$ cat src/hw/rtl/lmsf_pkg.sv
`timescale 1ns / 1ps
package lmsf_pkg;

   // Filter length and the widths that follow from it.
   localparam int TAPS       = 16;
   localparam int TAP_CNT_W  = (TAPS > 1) ? $clog2(TAPS) : 1;
   localparam int GROW_W     = $clog2(TAPS) + 1;

   localparam int SAMPLE_W   = 16;
   localparam int WEIGHT_W   = 24;
   localparam int PROD_W     = SAMPLE_W + WEIGHT_W;
   localparam int SQ_W       = 31;
   localparam int ACC_W      = PROD_W + GROW_W;
   localparam int NORM_W     = SQ_W + GROW_W;
   localparam int DEN_W      = NORM_W + 1;
   localparam int WIDE_W     = 64;
   localparam int UPD_W      = 60;

   localparam int MODE_W     = 3;
   localparam int MU_W       = 16;
   localparam int REG_W      = 20;
   localparam int LEAK_W     = 17;
   localparam int Q_W        = 24;
   localparam int DIVIDEND_W = MU_W + 32;

   localparam int CSR_ADDR_W = 8;
   localparam int CSR_DATA_W = 20;

   // Update rules.
   localparam logic [MODE_W-1:0] MODE_LMS        = 3'd0;
   localparam logic [MODE_W-1:0] MODE_NLMS       = 3'd1;
   localparam logic [MODE_W-1:0] MODE_SIGN_ERROR = 3'd2;
   localparam logic [MODE_W-1:0] MODE_SIGN_DATA  = 3'd3;
   localparam logic [MODE_W-1:0] MODE_SIGN_SIGN  = 3'd4;
   localparam logic [MODE_W-1:0] MODE_LEAKY      = 3'd5;

   // Register indexes.
   localparam logic [CSR_ADDR_W-1:0] CSR_UPDATE_MODE = 8'd0;
   localparam logic [CSR_ADDR_W-1:0] CSR_STEP_SIZE   = 8'd1;
   localparam logic [CSR_ADDR_W-1:0] CSR_REGULARIZER = 8'd2;
   localparam logic [CSR_ADDR_W-1:0] CSR_LEAK_FACTOR = 8'd3;

   // Register reset values.
   localparam logic [MU_W-1:0]   STEP_RESET = 16'd655;
   localparam logic [REG_W-1:0]  REG_RESET  = 20'd1074;
   localparam logic [LEAK_W-1:0] LEAK_ONE   = 17'd65536;

   typedef struct packed {
      logic signed [SAMPLE_W-1:0] new_sample;
      logic signed [SAMPLE_W-1:0] desired;
   } req_type;

   typedef struct packed {
      logic signed [SAMPLE_W-1:0] filter_out;
      logic signed [SAMPLE_W-1:0] error_out;
   } rsp_type;

   // Control that every cell of the chain sees.
   typedef struct packed {
      logic shift_x;
      logic rotate;
   } cell_ctl_type;

   // Saturates a wide signed value to a Q1.15 sample.
   function automatic logic signed [SAMPLE_W-1:0] sat16(input logic signed [WIDE_W-1:0] v);
      logic signed [SAMPLE_W-1:0] r;
      if (v > 64'sd32767) begin
         r = 16'sh7fff;
      end else if (v < -64'sd32768) begin
         r = 16'sh8000;
      end else begin
         r = v[SAMPLE_W-1:0];
      end
      return r;
   endfunction

   // Saturates a wide signed value to a Q4.20 weight.
   function automatic logic signed [WEIGHT_W-1:0] sat24(input logic signed [UPD_W-1:0] v);
      logic signed [WEIGHT_W-1:0] r;
      if (v > 60'sd8388607) begin
         r = 24'sh7fffff;
      end else if (v < -60'sd8388608) begin
         r = 24'sh800000;
      end else begin
         r = v[WEIGHT_W-1:0];
      end
      return r;
   endfunction

   // Round half up, then drop the low bits.
   function automatic logic signed [UPD_W-1:0] round_shift(input logic signed [UPD_W-1:0] v,
                                                           input int s);
      logic signed [UPD_W-1:0] half;
      half = 60'sd1 <<< (s - 1);
      return (v + half) >>> s;
   endfunction

endpackage

$ cat src/hw/rtl/lmsf_cell.sv
`timescale 1ns / 1ps
module lmsf_cell import lmsf_pkg::*; (
   input  logic                       clock,
   input  logic                       reset,
   input  cell_ctl_type               ctl,
   input  logic signed [SAMPLE_W-1:0] x_prev,
   input  logic signed [WEIGHT_W-1:0] w_prev,
   output logic signed [SAMPLE_W-1:0] x,
   output logic signed [WEIGHT_W-1:0] w
);

   logic signed [SAMPLE_W-1:0] x_ff, x_in;
   logic signed [WEIGHT_W-1:0] w_ff, w_in;

   // The sample moves on a shift or a rotation; the weight moves only on a rotation.
   always_comb begin
      x_in = (ctl.shift_x || ctl.rotate) ? x_prev : x_ff;
      w_in = ctl.rotate ? w_prev : w_ff;
   end

   always_ff @(posedge clock) begin
      if (reset) begin
         x_ff <= '0;
         w_ff <= '0;
      end else begin
         x_ff <= x_in;
         w_ff <= w_in;
      end
   end

   assign x = x_ff;
   assign w = w_ff;

endmodule

$ cat config.mk
export PLATFORM = sky130hd
export DESIGN_NAME = lmsf_cell
export DESIGN_NICKNAME = d
export VERILOG_FILES = /design/src/hw/rtl/lmsf_pkg.sv /design/src/hw/rtl/lmsf_cell.sv
export SDC_FILE = /design/constraint.sdc
export NUM_CORES = 1
export LEC_CHECK = 0
export BUFFER_PORTS_ARGS = -buffer_cell sky130_fd_sc_hd__buf_2
export CORE_MARGIN = 1
export CORE_UTILIZATION = 46
export CTS_CLUSTER_DIAMETER = 80
export DETAILED_ROUTE_END_ITERATION = 10
export PLACE_DENSITY = 0.83
export SETUP_SLACK_MARGIN = 0.3
export SYNTH_ARGS = -nofsm -noshare
export SYNTH_HDL_FRONTEND = slang
export SYNTH_SLANG_ARGS = --single-unit
export TNS_END_PERCENT = 20
$ cat constraint.sdc
create_clock -name clock -period 1.8 [get_ports clock]
set_clock_uncertainty 0.05 [all_clocks]
set_input_delay 0.09 -clock clock [delete_from_list [all_inputs] [get_ports clock]]
set_output_delay 0.09 -clock clock [all_outputs]
set_load 0.01 [all_outputs]
# Word-level counts from Yosys, hierarchy flattened
# Cells that the tools add are included.
# classes
n_reduce_logical	1
# op_table
operator	n
1-bit logical OR	1
# word_totals
out_inout_bits	40
input_bits	44
register_bits	40
elab_cells	3

# Longest topological paths before layout
# depth
word_depth	1
ltp_mapped	4
mapped_depth_nobuf	2

# Least setup slack after synthesis
# OpenSTA, ideal clock, no wires.
# synth_path
path_kind	register -> register
start	register x[0] (netlist name)
end	register x_ff[0], in the netlist x[0]
required_ps	1680
n_path_buf	0
setup_slack_ps	885
stages_incl_launch_ff	3
arrival_ps	795
synth_period_minus_slack_ps	915
setup_ps	70
cell_sequence	dfxtp_1 > or3b_1 > a21oi_1
# synth_rtl
item	line	source
to (signal assigned)	lmsf_cell.sv:26	x_ff <= x_in;
to (decl)	lmsf_cell.sv:12	logic signed [SAMPLE_W-1:0] x_ff, x_in;

# Worst setup path after layout
# layout_path
start	register w_ff[1], in the netlist w[1]
end	output w[1]
# layout_rtl
item	line	source
from (decl)	lmsf_cell.sv:13	logic signed [WEIGHT_W-1:0] w_ff, w_in;
from (signal assigned)	lmsf_cell.sv:27	w_ff <= w_in;
to (decl)	lmsf_cell.sv:9	output logic signed [WEIGHT_W-1:0] w
# No word-level cell between the ends.

==> summary.txt <==
CTS
  – Clock sink count: 40
  – Clock Path Buffers: 2
  – Post-CTS sizing: 0
  – Worst skew pair latency: 330 ps
  – Root Buffer: clkbuf_4
  – TritonCTS buffer count: 5
  – CTS tree: done
  – CTS clock-pin slew for the worst setup and hold paths: 110 ps
  – H-tree levels: 2

Synth
  – Syn_nets: 193
  – FF+latch count, synth: 40
  – Syn avg cell area: 10.1 um^2
  – Seq/Total Area, Yosys: 0.534
  – Ys Warns: 0
  – Synth cell types: 10
  – Synthesized area: 0.00150 mm^2
  – Mapped Cells: 149

Power
  – Switching share of power: 0.248
  – Cell Pwr Density: 729 mW/mm^2
  – Comb power frac: 0.185
  – Sequential Power Share: 0.552
  – Leak Pwr: 1.17 nW
  – Total power: 1.75 mW
  – VDD IR max: 0.000579 V
  – Sw power: 0.433 mW
  – Int Pwr: 1.31 mW
  – Clock network power share: 0.263

Drt
  – Vias: 1487
  – Wire length per cell: 12.5 um
  – Drc violations: 0
  – DR iter-0 viols: 77
  – Top sig layer: met4
  – WL met2: 2000 um
  – DR pass1 iterations: 4
  – DRT Wirelength: 3940 um
  – ANT nets after route: 0
  – Routed wl met3: 235 um
  – Met1 wire length: 1640 um
  – Routed vias/inst: 4.74

GRT
  – Vias in the first global route: 1406
  – Initial antenna violation count: 0
  – Largest net degree at the start of global routing: 41
  – GR Overflow Total: 0
  – GRT Overall Usage: 0.235
  – First-pass GRT wire length: 6080 um

Worst setup path
  – Worst setup EP type: output port
  – CP delay by family, top: flip-flops
  – Crit path DAT: 840 ps
  – Cells along the critical path: buf_2
  – Reg2Reg Setup Slack: 850 ps
  – Startpoint Class: flop
  – CP max stage cell: dfxtp_1
  – Crit path max fanout: 2
  – R2R Path End: x[1]$_SDFFE_PP0P_
  – CP max stage delay: 360 ps
  – Startpoint of the worst register-to-register path: x[1]$_SDFFE_PP0P_
  – Req. time, crit path: 1660 ps
  – Worst Reg-to-Reg Cells: 2
  – Buffers & Inverters on Critical Path: 1
  – CP startpoint: w[1]$_SDFFE_PP0P_
  – WS Path Type: reg -> out

Hold path
  – Start point of the worst hold path: reset
  – WHS Path Cells: 2
  – Hold worst-path end: w[6]$_SDFFE_PP0P_
  – Hold crit path type: in -> reg

Timing
  – Max-slew violations: 0
  – Slew margin rel.: 0.539
  – Tmin final: 979 ps
  – Final hold vios: 0
  – Final setup violation count: 0
  – Final worst slack: 821 ps
  – Worst slew pin tran: 692 ps
  – Tcrit/Tclk final: 0.544
  – Fmax: 1.02 GHz
  – Worst hold slack: 225 ps
  – Post-Route Setup TNS: 0 ps
  – RSZ-0062 raised after global routing: false

Layout
  – Commonest non-fill, non-tap cell in the layout: buf_2
  – Most frequent cells in the layout: buf_2, dlygate4sd3_1, dfxtp_1
  – Area growth syn-to-layout: 59.7%
  – Share of cells above drive strength 1: 0.341
  – Total Nets Final: 313
  – Diode count: 0

Die
  – Core area: 0.00308 mm^2
  – Chip Height: 59.1 um
  – Site Rows: 20
  – Starting Density: 0.487
  – Total die area: 0.00349 mm^2
  – Die width: 59.1 um
  – I/O pin count: 84

Placed design
  – HPWL Detailed: 2190 um
  – PortBufs: 83
  – Pre-CTS setup slack: 540 ps
  – RePlAce Congestion: 0.740

Outcome
  – Status: finished, final reports clean

Job
  – Maxcap violations: 0
==> kinds of logic (layout without fill, tap and decap cells) <==
kind of cell	Yosys count	after routing	share of synthesized area
AOI/OAI and AO/OA	32	32	0.107
buffers and inverters	13	134	0.0459
DFF	40	40	0.534
muxes	24	24	0.160
and+or+nand+nor	40	40	0.153
==> state kept, by name (all words and copies together) (netlist names) <==
name,flops
w,24
x,16
==> what timing repair did <==
| item | CTS | global route |
|---|---|---|
| hold buffers | 40 | 0 |
| setup buffers | 0 | 0 |
| hold endpoints to repair | 40 | 0 |
==> power groups by stage <==
stage	clock network (mW)	registers, mW	logic [mW]
final	0.458	0.964	0.324
after global routing	0.514	0.970	0.354
after CTS	0.473	0.963	0.320
after detailed placement	0	0.982	0.255
after global placement	0	0.981	0.248
after floorplan	0	1.01	0.113
==> worst max path at each step <==
stage / end / cells after the start
global route: w[1] / 1
global placement: w[11]$_SDFFE_PP0P_ / 4
CTS: w[3] / 1
floorplan: x[0]$_SDFFE_PP0P_ / 2
finish: w[1] / 1
detailed placement: w[16]$_SDFFE_PP0P_ / 4
==> metrics by stage <==
| step | instance area (um^2) | utilization | std cells |
|---|---|---|---|
| after floorplan | 1500 | - | 149 |
| after detailed placement | 1940 | 0.629 | 266 |
| final | 2400 | 0.778 | 314 |
| after global routing | 2400 | 0.778 | 314 |
| after global placement | 1940 | 0.629 | 266 |
| after CTS | 2400 | 0.778 | 314 |
==> synthesized netlist by cell type, drive strengths merged <==
cell	n	share of area
mux2i	24	0.16
a21oi	16	0.053
dfxtp	40	0.53
nor2	24	0.060
o21ai	16	0.053
buf	4	0.020
or3b	16	0.093
clkbuf	9	0.026
==> cell type report <==
class	instances	area, um^2
Sequential cell	40	801
Timing Repair Buffer	126	851
Multi-Input combinational cell	96	631
Fill cell	226	682
Tap cell	44	55.1
Clock buffer	8	58.8
==> metal layers <==
metal	global-route usage	vias to the layer above
met1	0.256	660
met5	0	-
met4	0.0782	0
li1	-	755
met3	0.0677	8
met2	0.435	64
Power figures use the tool's default switching activity.
