$ cat config.mk
export PLATFORM = sky130hd
export DESIGN_NAME = lmsf_div
export DESIGN_NICKNAME = d
export VERILOG_FILES = /design/src/hw/rtl/lmsf_pkg.sv /design/src/hw/rtl/lmsf_div.sv
export SDC_FILE = /design/constraint.sdc
export NUM_CORES = 1
export LEC_CHECK = 0
export ABC_AREA = 1
export ABC_CLOCK_PERIOD_IN_PS = 2450
export BUFFER_PORTS_ARGS = -buffer_cell sky130_fd_sc_hd__buf_2
export CAP_MARGIN = 20
export CORE_AREA = 2 2 130 132
export DETAILED_ROUTE_END_ITERATION = 6
export DIE_AREA = 0 0 132 134
export GPL_TIMING_DRIVEN = 0
export MAX_ROUTING_LAYER = met4
export PLACE_DENSITY = 0.78
export SLEW_MARGIN = 10
export SYNTH_ARGS = -nofsm -noshare
export SYNTH_HDL_FRONTEND = slang
export SYNTH_SLANG_ARGS = --single-unit
$ cat constraint.sdc
create_clock -name clock -period 2.45 [get_ports clock]
set_input_delay 0.245 -clock clock [delete_from_list [all_inputs] [get_ports clock]]
set_output_delay 0.245 -clock clock [all_outputs]
set_load 0.02 [all_outputs]
$ cat src/hw/rtl/lmsf_pkg.sv
`timescale 1ns / 1ps
package lmsf_pkg;

   // Filter length and the widths that follow from it.
   localparam int TAPS       = 16;
   localparam int TAP_CNT_W  = (TAPS > 1) ? $clog2(TAPS) : 1;
   localparam int GROW_W     = $clog2(TAPS) + 1;

   localparam int SAMPLE_W   = 16;
   localparam int WEIGHT_W   = 24;
   localparam int PROD_W     = SAMPLE_W + WEIGHT_W;
   localparam int SQ_W       = 31;
   localparam int ACC_W      = PROD_W + GROW_W;
   localparam int NORM_W     = SQ_W + GROW_W;
   localparam int DEN_W      = NORM_W + 1;
   localparam int WIDE_W     = 64;
   localparam int UPD_W      = 60;

   localparam int MODE_W     = 3;
   localparam int MU_W       = 16;
   localparam int REG_W      = 20;
   localparam int LEAK_W     = 17;
   localparam int Q_W        = 24;
   localparam int DIVIDEND_W = MU_W + 32;

   localparam int CSR_ADDR_W = 8;
   localparam int CSR_DATA_W = 20;

   // Update rules.
   localparam logic [MODE_W-1:0] MODE_LMS        = 3'd0;
   localparam logic [MODE_W-1:0] MODE_NLMS       = 3'd1;
   localparam logic [MODE_W-1:0] MODE_SIGN_ERROR = 3'd2;
   localparam logic [MODE_W-1:0] MODE_SIGN_DATA  = 3'd3;
   localparam logic [MODE_W-1:0] MODE_SIGN_SIGN  = 3'd4;
   localparam logic [MODE_W-1:0] MODE_LEAKY      = 3'd5;

   // Register indexes.
   localparam logic [CSR_ADDR_W-1:0] CSR_UPDATE_MODE = 8'd0;
   localparam logic [CSR_ADDR_W-1:0] CSR_STEP_SIZE   = 8'd1;
   localparam logic [CSR_ADDR_W-1:0] CSR_REGULARIZER = 8'd2;
   localparam logic [CSR_ADDR_W-1:0] CSR_LEAK_FACTOR = 8'd3;

   // Register reset values.
   localparam logic [MU_W-1:0]   STEP_RESET = 16'd655;
   localparam logic [REG_W-1:0]  REG_RESET  = 20'd1074;
   localparam logic [LEAK_W-1:0] LEAK_ONE   = 17'd65536;

   typedef struct packed {
      logic signed [SAMPLE_W-1:0] new_sample;
      logic signed [SAMPLE_W-1:0] desired;
   } req_type;

   typedef struct packed {
      logic signed [SAMPLE_W-1:0] filter_out;
      logic signed [SAMPLE_W-1:0] error_out;
   } rsp_type;

   // Control that every cell of the chain sees.
   typedef struct packed {
      logic shift_x;
      logic rotate;
   } cell_ctl_type;

   // Saturates a wide signed value to a Q1.15 sample.
   function automatic logic signed [SAMPLE_W-1:0] sat16(input logic signed [WIDE_W-1:0] v);
      logic signed [SAMPLE_W-1:0] r;
      if (v > 64'sd32767) begin
         r = 16'sh7fff;
      end else if (v < -64'sd32768) begin
         r = 16'sh8000;
      end else begin
         r = v[SAMPLE_W-1:0];
      end
      return r;
   endfunction

   // Saturates a wide signed value to a Q4.20 weight.
   function automatic logic signed [WEIGHT_W-1:0] sat24(input logic signed [UPD_W-1:0] v);
      logic signed [WEIGHT_W-1:0] r;
      if (v > 60'sd8388607) begin
         r = 24'sh7fffff;
      end else if (v < -60'sd8388608) begin
         r = 24'sh800000;
      end else begin
         r = v[WEIGHT_W-1:0];
      end
      return r;
   endfunction

   // Round half up, then drop the low bits.
   function automatic logic signed [UPD_W-1:0] round_shift(input logic signed [UPD_W-1:0] v,
                                                           input int s);
      logic signed [UPD_W-1:0] half;
      half = 60'sd1 <<< (s - 1);
      return (v + half) >>> s;
   endfunction

endpackage

$ cat src/hw/rtl/lmsf_div.sv
`timescale 1ns / 1ps
module lmsf_div import lmsf_pkg::*; (
   input  logic                  clock,
   input  logic                  reset,
   input  logic                  start,
   input  logic [DIVIDEND_W-1:0] dividend,
   input  logic [DEN_W-1:0]      divisor,
   output logic                  done,
   output logic [DIVIDEND_W-1:0] quotient
);

   localparam int CNT_W = $clog2(DIVIDEND_W + 1);

   logic                  busy_ff, busy_in;
   logic                  done_ff, done_in;
   logic [CNT_W-1:0]      cnt_ff, cnt_in;
   logic [DEN_W-1:0]      rem_ff, rem_in;
   logic [DIVIDEND_W-1:0] quo_ff, quo_in;
   logic [DEN_W:0]        trial;
   logic                  fits;

   // One quotient bit per cycle, restoring form.
   always_comb begin
      trial   = {rem_ff, quo_ff[DIVIDEND_W-1]};
      fits    = trial >= {1'b0, divisor};
      busy_in = busy_ff;
      done_in = 1'b0;
      cnt_in  = cnt_ff;
      rem_in  = rem_ff;
      quo_in  = quo_ff;
      if (start) begin
         busy_in = 1'b1;
         cnt_in  = '0;
         rem_in  = '0;
         quo_in  = dividend;
      end else if (busy_ff) begin
         rem_in = fits ? DEN_W'(trial - {1'b0, divisor}) : trial[DEN_W-1:0];
         quo_in = {quo_ff[DIVIDEND_W-2:0], fits};
         cnt_in = cnt_ff + 1'b1;
         if (cnt_ff == CNT_W'(DIVIDEND_W - 1)) begin
            busy_in = 1'b0;
            done_in = 1'b1;
         end
      end
   end

   always_ff @(posedge clock) begin
      if (reset) begin
         busy_ff <= 1'b0;
         done_ff <= 1'b0;
         cnt_ff  <= '0;
      end else begin
         busy_ff <= busy_in;
         done_ff <= done_in;
         cnt_ff  <= cnt_in;
      end
      rem_ff <= rem_in;
      quo_ff <= quo_in;
   end

   assign done     = done_ff;
   assign quotient = quo_ff;

endmodule

-- Word level (Yosys, flattened, before mapping)
Index checks and enable logic that the tools add are counted.
- word-level logic and storage cells: 20
- bits in registers: 93
- input port bits: 88
- bitwise logic cells: 1
- $lt $le $gt $ge: 1
- reductions and logical operators: 3
- equality and inequality tests: 1
- add/subtract/negate cells: 2
- mux-type cells: 7
- operators with widths (cell ; count):
    $mux 48 ; 2
    $ge 38x37->1 ; 1
    $mux 37 ; 1
    $sub 37x37->37 ; 1
    $add 6x1->6 const B ; 1
    $eq 6x6->1 const B ; 1
    $mux 1 ; 4
    $reduce_or 3->1 ; 1
    $reduce_bool 2->1 ; 1
    $reduce_or 2->1 ; 1
    $not 1->1 ; 1

-- Logic depth before layout (Yosys ltp)
- word-level depth: 4
- depth in mapped cells: 19
- depth with buffers taken out: 18

-- Worst setup path before layout
OpenSTA, ideal clock, no wires.
- path type: input port to flip-flop
- start point: input start
- end point: register quo_ff[0] (netlist: quotient[0]), enable pin
- path buffers: 2
- setup slack: -67 ps
- stages on the path: 4
- arrival: 2086 ps
- cells stage by stage: clkbuf_1 > nor2_1 > inv_1 > clkbuf_1
- longest elaborated chain between the ends: 1
- ends and longest elaborated chain (item ; line ; RTL):
    start, declared ; lmsf_div.sv:5 ; input logic start,
    $reduce_bool 2->1 (no source line) ; -- ;
    end signal, assigned ; lmsf_div.sv:58 ; quo_ff <= quo_in;
    end, declared ; lmsf_div.sv:18 ; logic [DIVIDEND_W-1:0] quo_ff, quo_in;
No other way between the ends.
A chain may end at the register's enable or synchronous reset.

-- Worst setup path after layout
- start point: register quo_ff[47] (netlist: quotient[47])
- end point: register rem_ff[19]
- longest elaborated chain between the ends: 2
- ends and longest elaborated chain (item ; line ; RTL):
    $sub 37x37->37 / $ge 38x37->1 (equally long branches) ; lmsf_div.sv:37, lmsf_div.sv:25 ;
    $mux 37 (*) ; lmsf_div.sv:37 ; rem_in = fits ? DEN_W'(trial - {1'b0, divisor}) : trial[DEN_W-1:0];
    end signal, assigned ; lmsf_div.sv:57 ; rem_ff <= rem_in;
    end, declared ; lmsf_div.sv:17 ; logic [DEN_W-1:0] rem_ff, rem_in;
Every way passes the cells marked *; elsewhere a longest branch is shown, timed or not.

==> reports/qor.txt <==
status: completed
RePlAce Congestion: 0.955
Sink Count: 93
Tcrit/Tclk final: 94.3%
Switching Power: 1.21 mW
drt first pass iters: 5
r2r setup slk: 0.14 ns
r2r endpoint: rem_ff[19]
initial antenna violation count: 0
# diodes: 0
pin count of the biggest net entering global routing: 58
Yosys top cell area share: 24.3%
fin. max-slew vios: 0
number of I/O pins: 137
Finished Cell Area: 8620 sq um
max cap viols: 0
FMAX: 433 MHz
number of synthesis warnings: 0
combinational share of power: 16.6%
first-pass GRT wire length: 33500 microns
Post-synth EDFFs: 48
maximum VDD drop: 0.397 mV
input/output buffers: 135
synth unique cells: 33
sequential power share: 44.8%
largest fanout on the critical path: 8
Core ar.: 16300 sq um
ys async rst share: 0%
# hold bufs at CTS: 0
CP Class: register to register
Synth-to-Final Area Change: 20.4%
pwr/cell area: 465 nW/um^2
worst hold slack: 0.147 ns
ys flop type: edfxtp_1
Post-Synthesis Cells: 1134
die area: 17700 sq um
Remaining DRCs: 0
vias in the first global route: 7011
Max Clock Skew: 0.00989 ns
Worst-path clk slew: 0.08 ns
Slew @ Worst Pin: 0.849 ns
startpoint types: register
Setup crit end kind: register
gr ovfl total: 0
Hold EP: quotient[31]
Post-Syn Nets: 1261
die extent in x: 132 microns
HPWL after DPL: 16200 microns
filler cell count: 1691
nets@finish: 1415
H-tree Lvls: 3
hold path startpoint: dividend[31]
largest cells by area after synthesis: nand2_1 24%, edfxtp_1 20%, dfxtp_1 13%, inv_1 10%, nand3_1 7.3%
top cells by count, synth: 463 x nand2_1, 196 x inv_1, 105 x nand3_1
Clock power frac: 38.6%
Seq/Total Area, Yosys: 32.7%
Hold Path Class: input pin to register
proportion of layout cells with a drive suffix above 1: 17.2%
Rows: 47
cells on worst reg2reg path: 18
register bit total from synthesis: 93
Routed WL: 21000 microns
GRT Total Usage: 24.2%
Power Total: 4.01 mW
Slew HR: 43.4%
biggest cell delay along the critical path: 0.41 ns
Tmin final: 2.31 ns
Final ANT Viol Nets: 0
cts bufs inserted: 9
crit-path most repeated cell: nand2_4
CP Data Arrival Time: 2.56 ns
initial core utilization: 44.0%
WL per Instance: 13.9 microns
vias: 7360
Pleak: 4.89 nW
leading area contributor after synthesis: nand2_1
Crit-path slowest cell: edfxtp_1
CTS tree: yes
Clk Latency, worst-skew pair: 0.37 ns
Sw Ratio: 30.3%
most common cell in the netlist: nand2_1
Post-DP Area: 8110 sq um
root buffer cell: clkbuf_16
internal power: 2.80 mW
Mapped Area: 7160 sq um
Final Hold Viols: 0
Max Root-Sink Buffers: 2
vias per cell: 4.86
Die H: 134 microns
Hold Crit Depth: 3
worst r2r src: quotient[47]
Req. time, crit path: 2.70 ns
crit-path cells: inv_2 -> ha_4 -> inv_2 -> fa_2 -> nand2_2 -> nand2_1 -> nand3_2 -> nand2_4 -> nand2_2 -> nand2_2 -> nand2_4 -> nand2_4 -> nand2_4 -> buf_12 -> buf_12 -> nand3b_2 -> nand3_1 -> nand2_1
Synth Area per Inst: 6.31 sq um
1st-iter DRT viols: 603
Final Setup Violations: 0
-- sequential cells by signal, indices dropped and copies added, names as in the netlist --
name,cells
done,1
cnt_ff,6
busy_ff,1
quotient,48
rem_ff,37
-- worst max-delay path: cells and delay by family (launching register included) --
kind                       cells  cell delay, ns
adders and majority gates      2            0.48
buffers and inverters          4            0.42
DFF                            1            0.41
and+or+nand+nor               12            0.88
-- per-stage QoR --
stage               setup TNS [ns]  instances  worst slack, ns  util [%]
floorplan                        0       1134           0.0332         -
global placement             -3.28       1489           -0.192      49.8
detailed placement           -3.76       1489           -0.180      49.8
CTS                              0       1511         0.000716      52.3
global route              -0.00952       1513         -0.00952      52.9
finish                           0       1513            0.139      52.9
-- cells in the final DEF (no fill, tap or decap), types with 2 or more instances in the layout --
cell type,synthesis,layout
a21oi_1,31,28
a21oi_2,0,3
a31oi_1,3,3
buf_12,0,2
buf_2,5,138
buf_4,0,8
buf_6,7,5
clkbuf_1,16,14
clkbuf_16,0,9
clkbuf_4,0,2
dfxtp_1,45,45
edfxtp_1,48,48
ha_1,38,36
inv_1,196,194
inv_2,3,5
inv_6,0,2
inv_8,0,3
nand2_1,463,455
nand2_2,11,15
nand2_4,0,4
nand3_1,105,103
nand3_2,5,7
nand3b_1,5,5
nand3b_2,5,5
nand4_1,4,4
nor2_1,72,71
nor2_2,3,4
nor3_1,9,9
o21ai_0,20,20
o21ai_1,8,8
o21bai_1,5,5
xnor2_1,18,18
-- worst max-delay path by stage --
stage / start / end / slack (ns)
3_3_place_gp: quotient[47] / rem_ff[24] / -0.19
6_report: quotient[47] / rem_ff[19] / 0.14
3_5_place_dp: quotient[47] / rem_ff[19] / -0.18
4_1_cts: quotient[47] / rem_ff[19] / 0.0007
5_1_grt: quotient[47] / rem_ff[36] / -0.01
2_1_floorplan: quotient[47] / quotient[0] / 0.03
-- final cells by class --
cell class | count | area [sq um] | share of cell area, %
Timing Repair Buffer | 143 | 756 | 8.77
Clock buffer | 9 | 225 | 2.61
Clock inverter | 7 | 88.8 | 1.03
Sequential cell | 93 | 2340 | 27.2
Tap cell | 220 | 275 | 3.19
Buffer | 29 | 195 | 2.26
Inverter | 199 | 747 | 8.66
Multi-Input combinational cell | 813 | 3990 | 46.3
-- power groups by stage --
stage               sequential, mW  clock [mW]  combinational (mW)
floorplan                     1.93           0               0.297
global placement              1.83           0               0.637
detailed placement            1.83           0               0.646
CTS                           1.80        1.57               0.656
global route                  1.81        1.62               0.733
finish                        1.80        1.55               0.666
-- routing by layer --
| metal | wire, microns | vias up | global-route usage [%] |
|---|---|---|---|
| li1 | - | 3813 | - |
| met1 | 9680 | 3326 | 31.2 |
| met2 | 9810 | 187 | 39.1 |
| met3 | 922 | 34 | 2.83 |
| met4 | 581 | 0 | 9.60 |
| met5 | 0 | - | - |
-- cell families (layout without fill, tap and decap cells) --
family,after synthesis,after routing,share of synthesized area (%)
AO/OA/AOI/OAI,67,67,4.91
buffers and inverters,228,387,12.8
XOR/XNOR,19,19,2.32
flip-flops,93,93,32.7
adder cells (fa/ha/maj),39,39,6.92
AND/OR/NAND/NOR,688,688,40.4
-- what timing repair did --
item / CTS / global route
cloned: 1 / 0
resized for setup: 11 / 23
pin swaps: 5 / 7
setup endpoints to repair: 38 / 38
setup buffers: 5 / 2
hold endpoints to repair: 0 / 0
Power figures use the tool's default switching activity.
